File: config.mk
export PLATFORM = sky130hd
export DESIGN_NAME = tds_ctrl
export DESIGN_NICKNAME = d
export VERILOG_FILES = /design/src/rtl/core/tds_pkg.sv /design/src/rtl/core/tds_ctrl.sv
export SDC_FILE = /design/constraint.sdc
export NUM_CORES = 1
export LEC_CHECK = 0
export BUFFER_PORTS_ARGS = -buffer_cell sky130_fd_sc_hd__buf_2
export CAP_MARGIN = 15
export CORE_MARGIN = 5
export CORE_UTILIZATION = 30
export DETAILED_ROUTE_END_ITERATION = 16
export HOLD_SLACK_MARGIN = 0.08
export PLACE_DENSITY = 0.56
export REMOVE_ABC_BUFFERS = 1
export SLEW_MARGIN = 15
export SYNTH_ARGS = -nofsm -noshare
export SYNTH_HDL_FRONTEND = slang
export SYNTH_SLANG_ARGS = --single-unit
File: constraint.sdc
create_clock -name clock -period 3.4 [get_ports clock]
set_clock_uncertainty 0.05 [all_clocks]
set_input_delay 0.51 -clock clock [delete_from_list [all_inputs] [get_ports clock]]
set_output_delay 0.51 -clock clock [all_outputs]
set_load 0.005 [all_outputs]
File: src/rtl/core/tds_pkg.sv
// Shared constants, operation codes and status struct for the tridiagonal solver.
package tds_pkg;

   localparam int DEF_MAX_SIZE   = 64;
   localparam int DEF_VALUE_BITS = 32;
   localparam int FRAC_BITS      = 16;
   localparam int CSR_BITS       = 7;
   localparam int COEF_BITS      = 32;
   localparam int INDEX_BITS     = 6;
   localparam int OP_BITS        = 5;

   localparam logic [1:0] ST_SETUP_OK  = 2'd0;
   localparam logic [1:0] ST_SINGULAR  = 2'd1;
   localparam logic [1:0] ST_NOT_READY = 2'd2;
   localparam logic [1:0] ST_SOLUTION  = 2'd3;

   localparam logic CMD_ROW = 1'b0;
   localparam logic CMD_RHS = 1'b1;

   localparam logic [OP_BITS-1:0] OP_NONE      = 5'd0;
   localparam logic [OP_BITS-1:0] OP_LATCH     = 5'd1;
   localparam logic [OP_BITS-1:0] OP_ROW0      = 5'd2;
   localparam logic [OP_BITS-1:0] OP_DIV_L     = 5'd3;
   localparam logic [OP_BITS-1:0] OP_MUL_SL    = 5'd4;
   localparam logic [OP_BITS-1:0] OP_ROW_WR    = 5'd5;
   localparam logic [OP_BITS-1:0] OP_ROW_ADV   = 5'd6;
   localparam logic [OP_BITS-1:0] OP_NOT_READY = 5'd7;
   localparam logic [OP_BITS-1:0] OP_FWD0      = 5'd8;
   localparam logic [OP_BITS-1:0] OP_MUL_FL    = 5'd9;
   localparam logic [OP_BITS-1:0] OP_FWD_WR    = 5'd10;
   localparam logic [OP_BITS-1:0] OP_RHS_ADV   = 5'd11;
   localparam logic [OP_BITS-1:0] OP_NUM_FWD   = 5'd12;
   localparam logic [OP_BITS-1:0] OP_MUL_SN    = 5'd13;
   localparam logic [OP_BITS-1:0] OP_SUB_N     = 5'd14;
   localparam logic [OP_BITS-1:0] OP_DIV_N     = 5'd15;
   localparam logic [OP_BITS-1:0] OP_SOL_OUT   = 5'd16;
   localparam logic [OP_BITS-1:0] OP_BACK_DEC  = 5'd17;

   typedef struct packed {
      logic unit_done;
      logic is_rhs;
      logic row_first;
      logic row_last;
      logic rhs_first;
      logic rhs_last;
      logic back_top;
      logic back_zero;
      logic ready;
   } tds_stat_type;

endpackage

File: src/rtl/core/tds_ctrl.sv
// Controller state machine sequencing factorization and substitution.
module tds_ctrl
   import tds_pkg::*;
(
   input  logic               clock,
   input  logic               reset,
   input  logic               req_valid,
   output logic               req_stall,
   output logic               rsp_valid,
   input  logic               rsp_stall,
   input  tds_stat_type       stat,
   output logic [OP_BITS-1:0] op
);

   localparam logic [3:0] S_IDLE   = 4'd0;
   localparam logic [3:0] S_DISP   = 4'd1;
   localparam logic [3:0] S_WDIV1  = 4'd2;
   localparam logic [3:0] S_WMUL1  = 4'd3;
   localparam logic [3:0] S_ROWEND = 4'd4;
   localparam logic [3:0] S_WMUL2  = 4'd5;
   localparam logic [3:0] S_RHSEND = 4'd6;
   localparam logic [3:0] S_RDB    = 4'd7;
   localparam logic [3:0] S_BSEL   = 4'd8;
   localparam logic [3:0] S_BDIV   = 4'd9;
   localparam logic [3:0] S_WMUL3  = 4'd10;
   localparam logic [3:0] S_WDIV2  = 4'd11;
   localparam logic [3:0] S_OUT    = 4'd12;
   localparam logic [3:0] S_SOUT   = 4'd13;

   logic [3:0] state_ff, state_in;

   always_comb begin
      state_in = state_ff;
      op       = OP_NONE;
      case (state_ff)
         S_IDLE: begin
            if (req_valid) begin
               op       = OP_LATCH;
               state_in = S_DISP;
            end
         end
         S_DISP: begin
            if (!stat.is_rhs) begin
               if (stat.row_first) begin
                  op       = OP_ROW0;
                  state_in = S_ROWEND;
               end else begin
                  op       = OP_DIV_L;
                  state_in = S_WDIV1;
               end
            end else if (!stat.ready) begin
               op       = OP_NOT_READY;
               state_in = S_OUT;
            end else if (stat.rhs_first) begin
               op       = OP_FWD0;
               state_in = S_RHSEND;
            end else begin
               op       = OP_MUL_FL;
               state_in = S_WMUL2;
            end
         end
         S_WDIV1: begin
            if (stat.unit_done) begin
               op       = OP_MUL_SL;
               state_in = S_WMUL1;
            end
         end
         S_WMUL1: begin
            if (stat.unit_done) begin
               op       = OP_ROW_WR;
               state_in = S_ROWEND;
            end
         end
         S_ROWEND: begin
            op       = OP_ROW_ADV;
            state_in = stat.row_last ? S_OUT : S_IDLE;
         end
         S_WMUL2: begin
            if (stat.unit_done) begin
               op       = OP_FWD_WR;
               state_in = S_RHSEND;
            end
         end
         S_RHSEND: begin
            op       = OP_RHS_ADV;
            state_in = stat.rhs_last ? S_RDB : S_IDLE;
         end
         S_RDB: begin
            state_in = S_BSEL;
         end
         S_BSEL: begin
            if (stat.back_top) begin
               op       = OP_NUM_FWD;
               state_in = S_BDIV;
            end else begin
               op       = OP_MUL_SN;
               state_in = S_WMUL3;
            end
         end
         S_WMUL3: begin
            if (stat.unit_done) begin
               op       = OP_SUB_N;
               state_in = S_BDIV;
            end
         end
         S_BDIV: begin
            op       = OP_DIV_N;
            state_in = S_WDIV2;
         end
         S_WDIV2: begin
            if (stat.unit_done) begin
               op       = OP_SOL_OUT;
               state_in = S_SOUT;
            end
         end
         S_OUT: begin
            if (!rsp_stall) begin
               state_in = S_IDLE;
            end
         end
         S_SOUT: begin
            if (!rsp_stall) begin
               if (stat.back_zero) begin
                  state_in = S_IDLE;
               end else begin
                  op       = OP_BACK_DEC;
                  state_in = S_RDB;
               end
            end
         end
         default: begin
            state_in = S_IDLE;
         end
      endcase
   end

   always_ff @(posedge clock) begin
      if (reset) begin
         state_ff <= S_IDLE;
      end else begin
         state_ff <= state_in;
      end
   end

   assign req_stall = (state_ff != S_IDLE);
   assign rsp_valid = (state_ff == S_OUT) || (state_ff == S_SOUT);

endmodule

==> results of run 1 <==
-- worst max path at each step --
stage,start,slack [ps],end
5_1_grt,state_ff[1],810,op[0]
2_1_floorplan,state_ff[1],1590,op[0]
6_report,state_ff[1],950,op[0]
3_3_place_gp,state_ff[1],1180,op[0]
3_5_place_dp,state_ff[1],1220,op[0]
4_1_cts,state_ff[1],950,op[0]
-- critical path, cell delays in order (launching register included) --
cell and delay (ps):
dfxtp_1 790, nor2b_1 140, o21ai_0 210, a21oi_1 100
a211o_1 290, buf_2 120
-- area by class of cell --
class	count	area (um2)
fillers	252	1400
multi-input cells	78	518
repair buffers	19	95.1
flip-flops and latches	4	80.1
well taps	28	35.0
clock buffers	3	22.5
inverters	4	15.0
-- layout by cell type (no fill, tap or decap), drive strengths merged, types with 2 or more instances in the layout --
cell,n
dfxtp,4
nand2b,3
o211a,2
inv,4
a211o,2
nand2,4
nand3,4
o21ai,4
nor3,3
nor2,6
a21oi,9
a211oi,2
nor4,2
nor2b,4
o22ai,3
nand3b,3
clkbuf,3
o32ai,3
buf,19
nor3b,3
or4,2
-- per-layer routing --
metal  GRT usage [%]  wire (um)  vias up  share of wire (%)
li1                -          -      404                  -
met1            16.6        897      365                 45
met2            21.5        957       26                 48
met3            4.07        138        0                6.9
met4            2.98          0        0                  0
met5               0          0        -                  0
-- through the flow --
step / setup WS (ps) / power (mW) / hold WS (ps)
after floorplan: 1590 / 0.361 / 529
after global placement: 1180 / 0.487 / 689
after detailed placement: 1220 / 0.487 / 679
after CTS: 952 / 0.549 / 446
after global routing: 807 / 0.610 / 456
final: 953 / 0.548 / 459
-- logic make-up after synthesis --
group	after synthesis	synth area share, %
buf+inv	14	10.5
compound gates	38	41.0
simple gates	40	36.5
flops	4	12.0
-- power breakdown --
part / internal (mW) / total (mW) / switching, mW
combinational: 0.171 / 0.341 / 0.170
sequential: 0.0642 / 0.150 / 0.0861
clock: 0.0394 / 0.0569 / 0.0175
==> impl_metrics.tcl, run 1 <==
set metrics [dict create \
    dieArea_um2 3270 \
    die_h_um 57.2 \
    synth-async-reset-ratio_pct 0 \
    period_share_pct 72.0 \
    io_pins 20 \
    cp-end-kind "primary output" \
    synth_top_cell_area_share_pct 12.0 \
    ys_top_cells_by_count "9 x a21oi_1, 6 x nor2_1, 5 x buf_2" \
    hold_depth 2 \
    largest_reg_flops 4 \
    first_pass_iters 4 \
    wirelength_um 1990 \
    syn_area_per_cell_um2 6.96 \
    fin_area_um2 766 \
    cp_max_fo 25 \
    finalNetCount 123 \
    via_per_inst 5.85 \
    holdCritPathClass "in2reg" \
    place_area_um2 743 \
    hold_violations 0 \
    clk_pin_slew_worst_paths_ps 40 \
    hold_end "state_ff[3]" \
    netlist_instances 96 \
    yosysMostFrequentCell "a21oi_1" \
    drc 0 \
    required_ps 2840 \
    cts_tree "built" \
    overflow 0 \
    grt_usage_pct 13.1 \
    max_slew_margin_pct 50.5 \
    hold_buffers 0 \
    htreeDepth 1 \
    grt_pass1_vias 759 \
    n_antenna_cell 0 \
    portBuffers 19 \
    stdcell_count 136 \
    worst_slew_pin_slew_ps 741 \
    root_buffer "clkbuf_4" \
    syn_area_um2 668 \
    peakVddDrop_mv 0.238 \
    worstSkewPairLatency_ps 230 \
    antenna_found_initial 0 \
    top_regs "state_ff (4)" \
    setup_viol 0 \
    clock-sinks 4 \
    initial_core_util_pct 30.8 \
    yosysTopAreaCell "dfxtp_1" \
    slew_viol_final 0 \
    ff2ff_setup_slack_ps 1510 \
    cp.arrival_ps 1890 \
    routabilityCongestion 0.839 \
    largest-register "state_ff" \
    power_density_nw_per_um2 716 \
    hpwl_um 1520 \
    start_kind "flop" \
    yosysWarningCount 0 \
    synth_area_leaders "dfxtp_1 12%, a21oi_1 6.7%, o32ai_1 3.9%" \
    critPathKind "reg2out" \
    period_minus_slack_ps 2450 \
    coreArea_um2 2170 \
    die_w_um 57.2 \
    ys_seq_area_share_pct 12.0 \
    r2r-end "state_ff[1]" \
    fin_util_pct 35.3 \
    cts_setup_buffers 0 \
    ys_ff_latch 4 \
    drt.antenna.violating_nets 0 \
    setup_tns_ps 0 \
    p_leak_nw 0.331 \
    dpl.cell_count 133 \
    rsz0062_at_grt "no" \
    drive_above_1_share_pct 22.2 \
    drt_iter0_drc 33 \
    r2r-start "state_ff[1]" \
    maxCapViolCount 0 \
    synth-edff-count 0 \
    wl_per_cell_um 14.6 \
    r2r_cells 4 \
    ys_types 43 \
    cts_resized 0 \
    area_growth_pct 14.6 \
    grt_max_degree 26 \
    synth_ff_type "dfxtp_1" \
    cts_buffers 3 \
    worstHoldStart "reset" \
    fmax_mhz 409 \
    clockBufferDepth 2 \
    rows 17 \
    grt_pass1_wl_um 3490 \
    status "finished, final reports clean" \
    via_count 795 \
]
No activity file was read; power rests on OpenSTA's default activity.
==> run 2: changes to the inputs <==
==> constraint.sdc (replaced) <==
create_clock -name clock -period 2.3 [get_ports clock]
set_clock_uncertainty 0.05 [all_clocks]
set_input_delay 0.345 -clock clock [delete_from_list [all_inputs] [get_ports clock]]
set_output_delay 0.345 -clock clock [all_outputs]
set_load 0.005 [all_outputs]
==> run 2 against run 1 <==
First-iteration DRC count decreased by 33%. Setup slack worse by 780 ps. Cell area increased by 3.9%. Clock-buffer cell count unchanged. Utilization rose by 1.4 points. Global-route usage decreased by 0.73 points. Die area did not move. Worst hold slack worse by 170 ps. Clock power grew 49%. Largest power group unchanged.
==> impl_metrics.tcl, run 2 (synthesis gave the netlist of run 1 again) <==
set metrics [dict create \
    root_buffer "clkbuf_4" \
    wl_per_cell_um 14.3 \
    period_share_pct 92.3 \
    drt_iter0_drc 22 \
    required_ps 1900 \
    cts_tree "built" \
    top_regs "state_ff (4)" \
    p_leak_nw 0.351 \
    area_growth_pct 19.1 \
    setup_viol 0 \
    maxCapViolCount 0 \
    internal_power_mw 0.426 \
    wirelength_um 2000 \
    worst_slack_ps 178 \
    worst_slew_pin_slew_ps 607 \
    total_power_mw 0.832 \
    worstSkewPairLatency_ps 230 \
    largest_reg_flops 4 \
    hold_buffers 0 \
    htreeDepth 1 \
    portBuffers 19 \
    cp.arrival_ps 1730 \
    clk_pin_slew_worst_paths_ps 40 \
    status "finished, final reports clean" \
    grt_max_degree 21 \
    routabilityCongestion 0.800 \
    peakVddDrop_mv 0.385 \
    fmax_mhz 471 \
    antenna_found_initial 0 \
    start_kind "flop" \
    cts_resized 0 \
    place_ws_ps 409 \
    clockPowerShare_pct 10.2 \
    holdCritPathClass "in2reg" \
    n_antenna_cell 0 \
    drive_above_1_share_pct 25.0 \
    cp_max_fo 20 \
    first_pass_iters 4 \
    via_per_inst 5.81 \
    period_minus_slack_ps 2120 \
    drt.antenna.violating_nets 0 \
    cts_buffers 3 \
    fin_util_pct 36.7 \
    max_slew_margin_pct 59.5 \
    pwr-share-seq_pct 23.4 \
    setup_tns_ps 0 \
    via_count 814 \
    hpwl_um 1560 \
    coreArea_um2 2170 \
    rsz0062_at_grt "no" \
    power_density_nw_per_um2 1040 \
    dieArea_um2 3270 \
    drc 0 \
    grt_pass1_vias 738 \
    largest-register "state_ff" \
    critPathKind "reg2out" \
    grt_usage_pct 12.3 \
    grt_pass1_wl_um 3290 \
    cp-end-kind "primary output" \
    finalNetCount 127 \
    layout.cells.most_common "buf_2" \
    clockBufferDepth 2 \
    die_h_um 57.2 \
    net-switching-power_mw 0.406 \
    initial_core_util_pct 30.8 \
    clock-sinks 4 \
    cts_setup_buffers 0 \
    overflow 0 \
    combPwrFrac_pct 66.5 \
    slew_viol_final 0 \
    hold_violations 0 \
    switching_share_pct 48.8 \
    layout_common_cells "19 x buf_2, 9 x a21oi_1, 6 x nor2_1" \
    io_pins 20 \
    die_w_um 57.2 \
    rows 17 \
]
==> run 2: worst max-delay path, stage by stage (launching register included) <==
cell and delay [ps]:
dfxtp_1 700, nand2b_1 180, nor4_1 370, a211o_1 150
buf_2 100
==> run 2: power groups by stage <==
stage               registers [mW]  clock network, mW  logic, mW
global placement             0.191                  0      0.551
global route                 0.205             0.0999      0.620
floorplan                    0.181                  0      0.352
detailed placement           0.192                  0      0.552
CTS                          0.192             0.0899      0.556
finish                       0.194             0.0846      0.553
==> run 2: worst paths after layout <==
kind,from,end,slack (ps),depth (start not counted)
max reg2reg,state_ff[1],state_ff[3],500,5
min,reset,state_ff[3],290,2
max,state_ff[0],op[0],180,4
min reg2reg,state_ff[3],state_ff[3],630,2
==> run 2: layout make-up <==
type	instances	area [um2]
clock buffer	3	22.5
fill	260	1370
inverter	4	15.0
multi-input combinational	78	518
sequential	4	80.1
tap	28	35.0
timing repair buffer	23	125
==> run 2: per-stage QoR <==
stage | cell area, um2 | instances | hold WS [ps]
after floorplan | 613 | 86 | 364
after global placement | 773 | 137 | 514
after detailed placement | 773 | 137 | 525
after CTS | 796 | 140 | 278
after global routing | 796 | 140 | 281
final | 796 | 140 | 287
==> run 2: routing by layer <==
metal	share of wire (%)	vias up	global-route usage (%)
met1	45	370	15.7
li1	-	411	-
met4	1.6	0	2.98
met3	7.8	4	4.52
met5	0	-	0
met2	46	29	19.7
==> run 3: changes to the inputs <==
==> constraint.sdc (replaced) <==
create_clock -name clock -period 2.3 [get_ports clock]
set_clock_uncertainty 0.05 [all_clocks]
set_input_delay 0.575 -clock clock [delete_from_list [all_inputs] [get_ports clock]]
set_output_delay 0.575 -clock clock [all_outputs]
set_load 0.005 [all_outputs]
==> run 3 against run 2 <==
Sequential share of layout area is 0.23 points higher. Sequential cell count did not move. Critical endpoint is now op[3]. Cell count rose by 1.4%. Critical path type unchanged.
==> impl_metrics.tcl, run 3 (synthesis gave the netlist of run 1 again) <==
set metrics [dict create \
    htreeDepth 1 \
    finalNetCount 129 \
    fillCellCount 244 \
    overflow 0 \
    wl_per_cell_um 14.4 \
    fin_util_pct 37.5 \
    drt_iter0_drc 34 \
    setup_viol 0 \
    grt_usage_pct 12.7 \
    cp-end-kind "primary output" \
    cts_setup_buffers 0 \
    worstSkewPairLatency_ps 230 \
    worst_slew_pin_slew_ps 383 \
    clk_pin_slew_worst_paths_ps 40 \
    drt.antenna.violating_nets 0 \
    initial_core_util_pct 30.8 \
    die_h_um 57.2 \
    period_share_pct 94.7 \
    clockBufferDepth 2 \
    register_area_um2 83.8 \
    die_w_um 57.2 \
    drive_above_1_share_pct 28.9 \
    maxCapViolCount 0 \
    peakVddDrop_mv 0.337 \
    n_antenna_cell 0 \
    cts_tree "built" \
    largest-register "state_ff" \
    grt_pass1_vias 795 \
    largest_reg_flops 4 \
    cp.arrival_ps 1550 \
    stdcell_count 142 \
    routabilityCongestion 0.810 \
    via_per_inst 5.96 \
    fmax_mhz 459 \
    start_kind "flop" \
    grt_pass1_wl_um 3410 \
    hold_violations 0 \
    via_count 846 \
    p_leak_nw 0.364 \
    max_slew_margin_pct 73.8 \
    layout.cells.most_common "buf_2" \
    dpl.cell_count 139 \
    coreArea_um2 2170 \
    multiInputGateArea_um2 518 \
    required_ps 1670 \
    cp_max_fo 15 \
    io_pins 20 \
    period_minus_slack_ps 2180 \
    dieArea_um2 3270 \
    critPathKind "reg2out" \
    setup_tns_ps 0 \
    cts_resized 0 \
    rows 17 \
    hold_buffers 0 \
    portBuffers 19 \
    area_growth_pct 21.9 \
    layout_common_cells "19 x buf_2, 9 x a21oi_1, 6 x nor2_1, 6 x buf_4" \
    wirelength_um 2040 \
    rsz0062_at_grt "no" \
    grt_max_degree 17 \
    clock-sinks 4 \
    hpwl_um 1630 \
    top_regs "state_ff (4)" \
    antenna_found_initial 0 \
    first_pass_iters 4 \
    slew_viol_final 0 \
    cts_buffers 3 \
    holdCritPathClass "in2reg" \
    power_density_nw_per_um2 1060 \
    root_buffer "clkbuf_4" \
    drc 0 \
    status "finished, final reports clean" \
]
## run 3: per-layer routing
layer	vias up	part of all wire (%)	global-route usage [%]
met5	-	0	0
met4	0	0	1.99
met3	0	8.6	4.30
met2	37	47	20.6
met1	394	45	16.6
li1	415	-	-
## run 3: metrics by stage
stage                     instance area [um2]  total power, mW  setup slack (ps)  hold slack (ps)
after floorplan                           613            0.533               421              569
after global placement                    788            0.774               153              622
after detailed placement                  788            0.773               139              613
after CTS                                 811            0.864              5.45              509
after global routing                      815            0.951              24.5              518
final                                     815            0.867               123              511
## run 3: layout make-up
cell class	instances	share of cell area [%]
well taps	28	4.30
inverters	4	1.84
flip-flops and latches	4	10.3
clock buffers	3	2.76
multi-input cells	78	63.6
repair buffers	25	17.2
## run 3: power by group
| group | internal (mW) | leakage [nW] | switching [mW] |
|---|---|---|---|
| Clock | 0.0581 | 0.0138 | 0.0255 |
| Combinational | 0.294 | 0.316 | 0.310 |
| Sequential | 0.0993 | 0.0341 | 0.0801 |
| Total | 0.451 | 0.364 | 0.416 |
## run 3: path summary, 6_finish.rpt
path / start / cells after the start / end / slack, ps
worst max-delay path: state_ff[3] / 5 / op[3] / 120
worst min-delay path: reset / 2 / state_ff[3] / 510
worst max register to register: state_ff[2] / 5 / state_ff[2] / 580
worst min register to register: state_ff[3] / 2 / state_ff[3] / 540
## run 3: worst max-delay path, cell delays in order, from the launching register on
cell and delay (ps):
dfxtp_2 450, and2b_1 290, a32o_1 220, a21oi_1 140
o22ai_1 90, buf_2 130
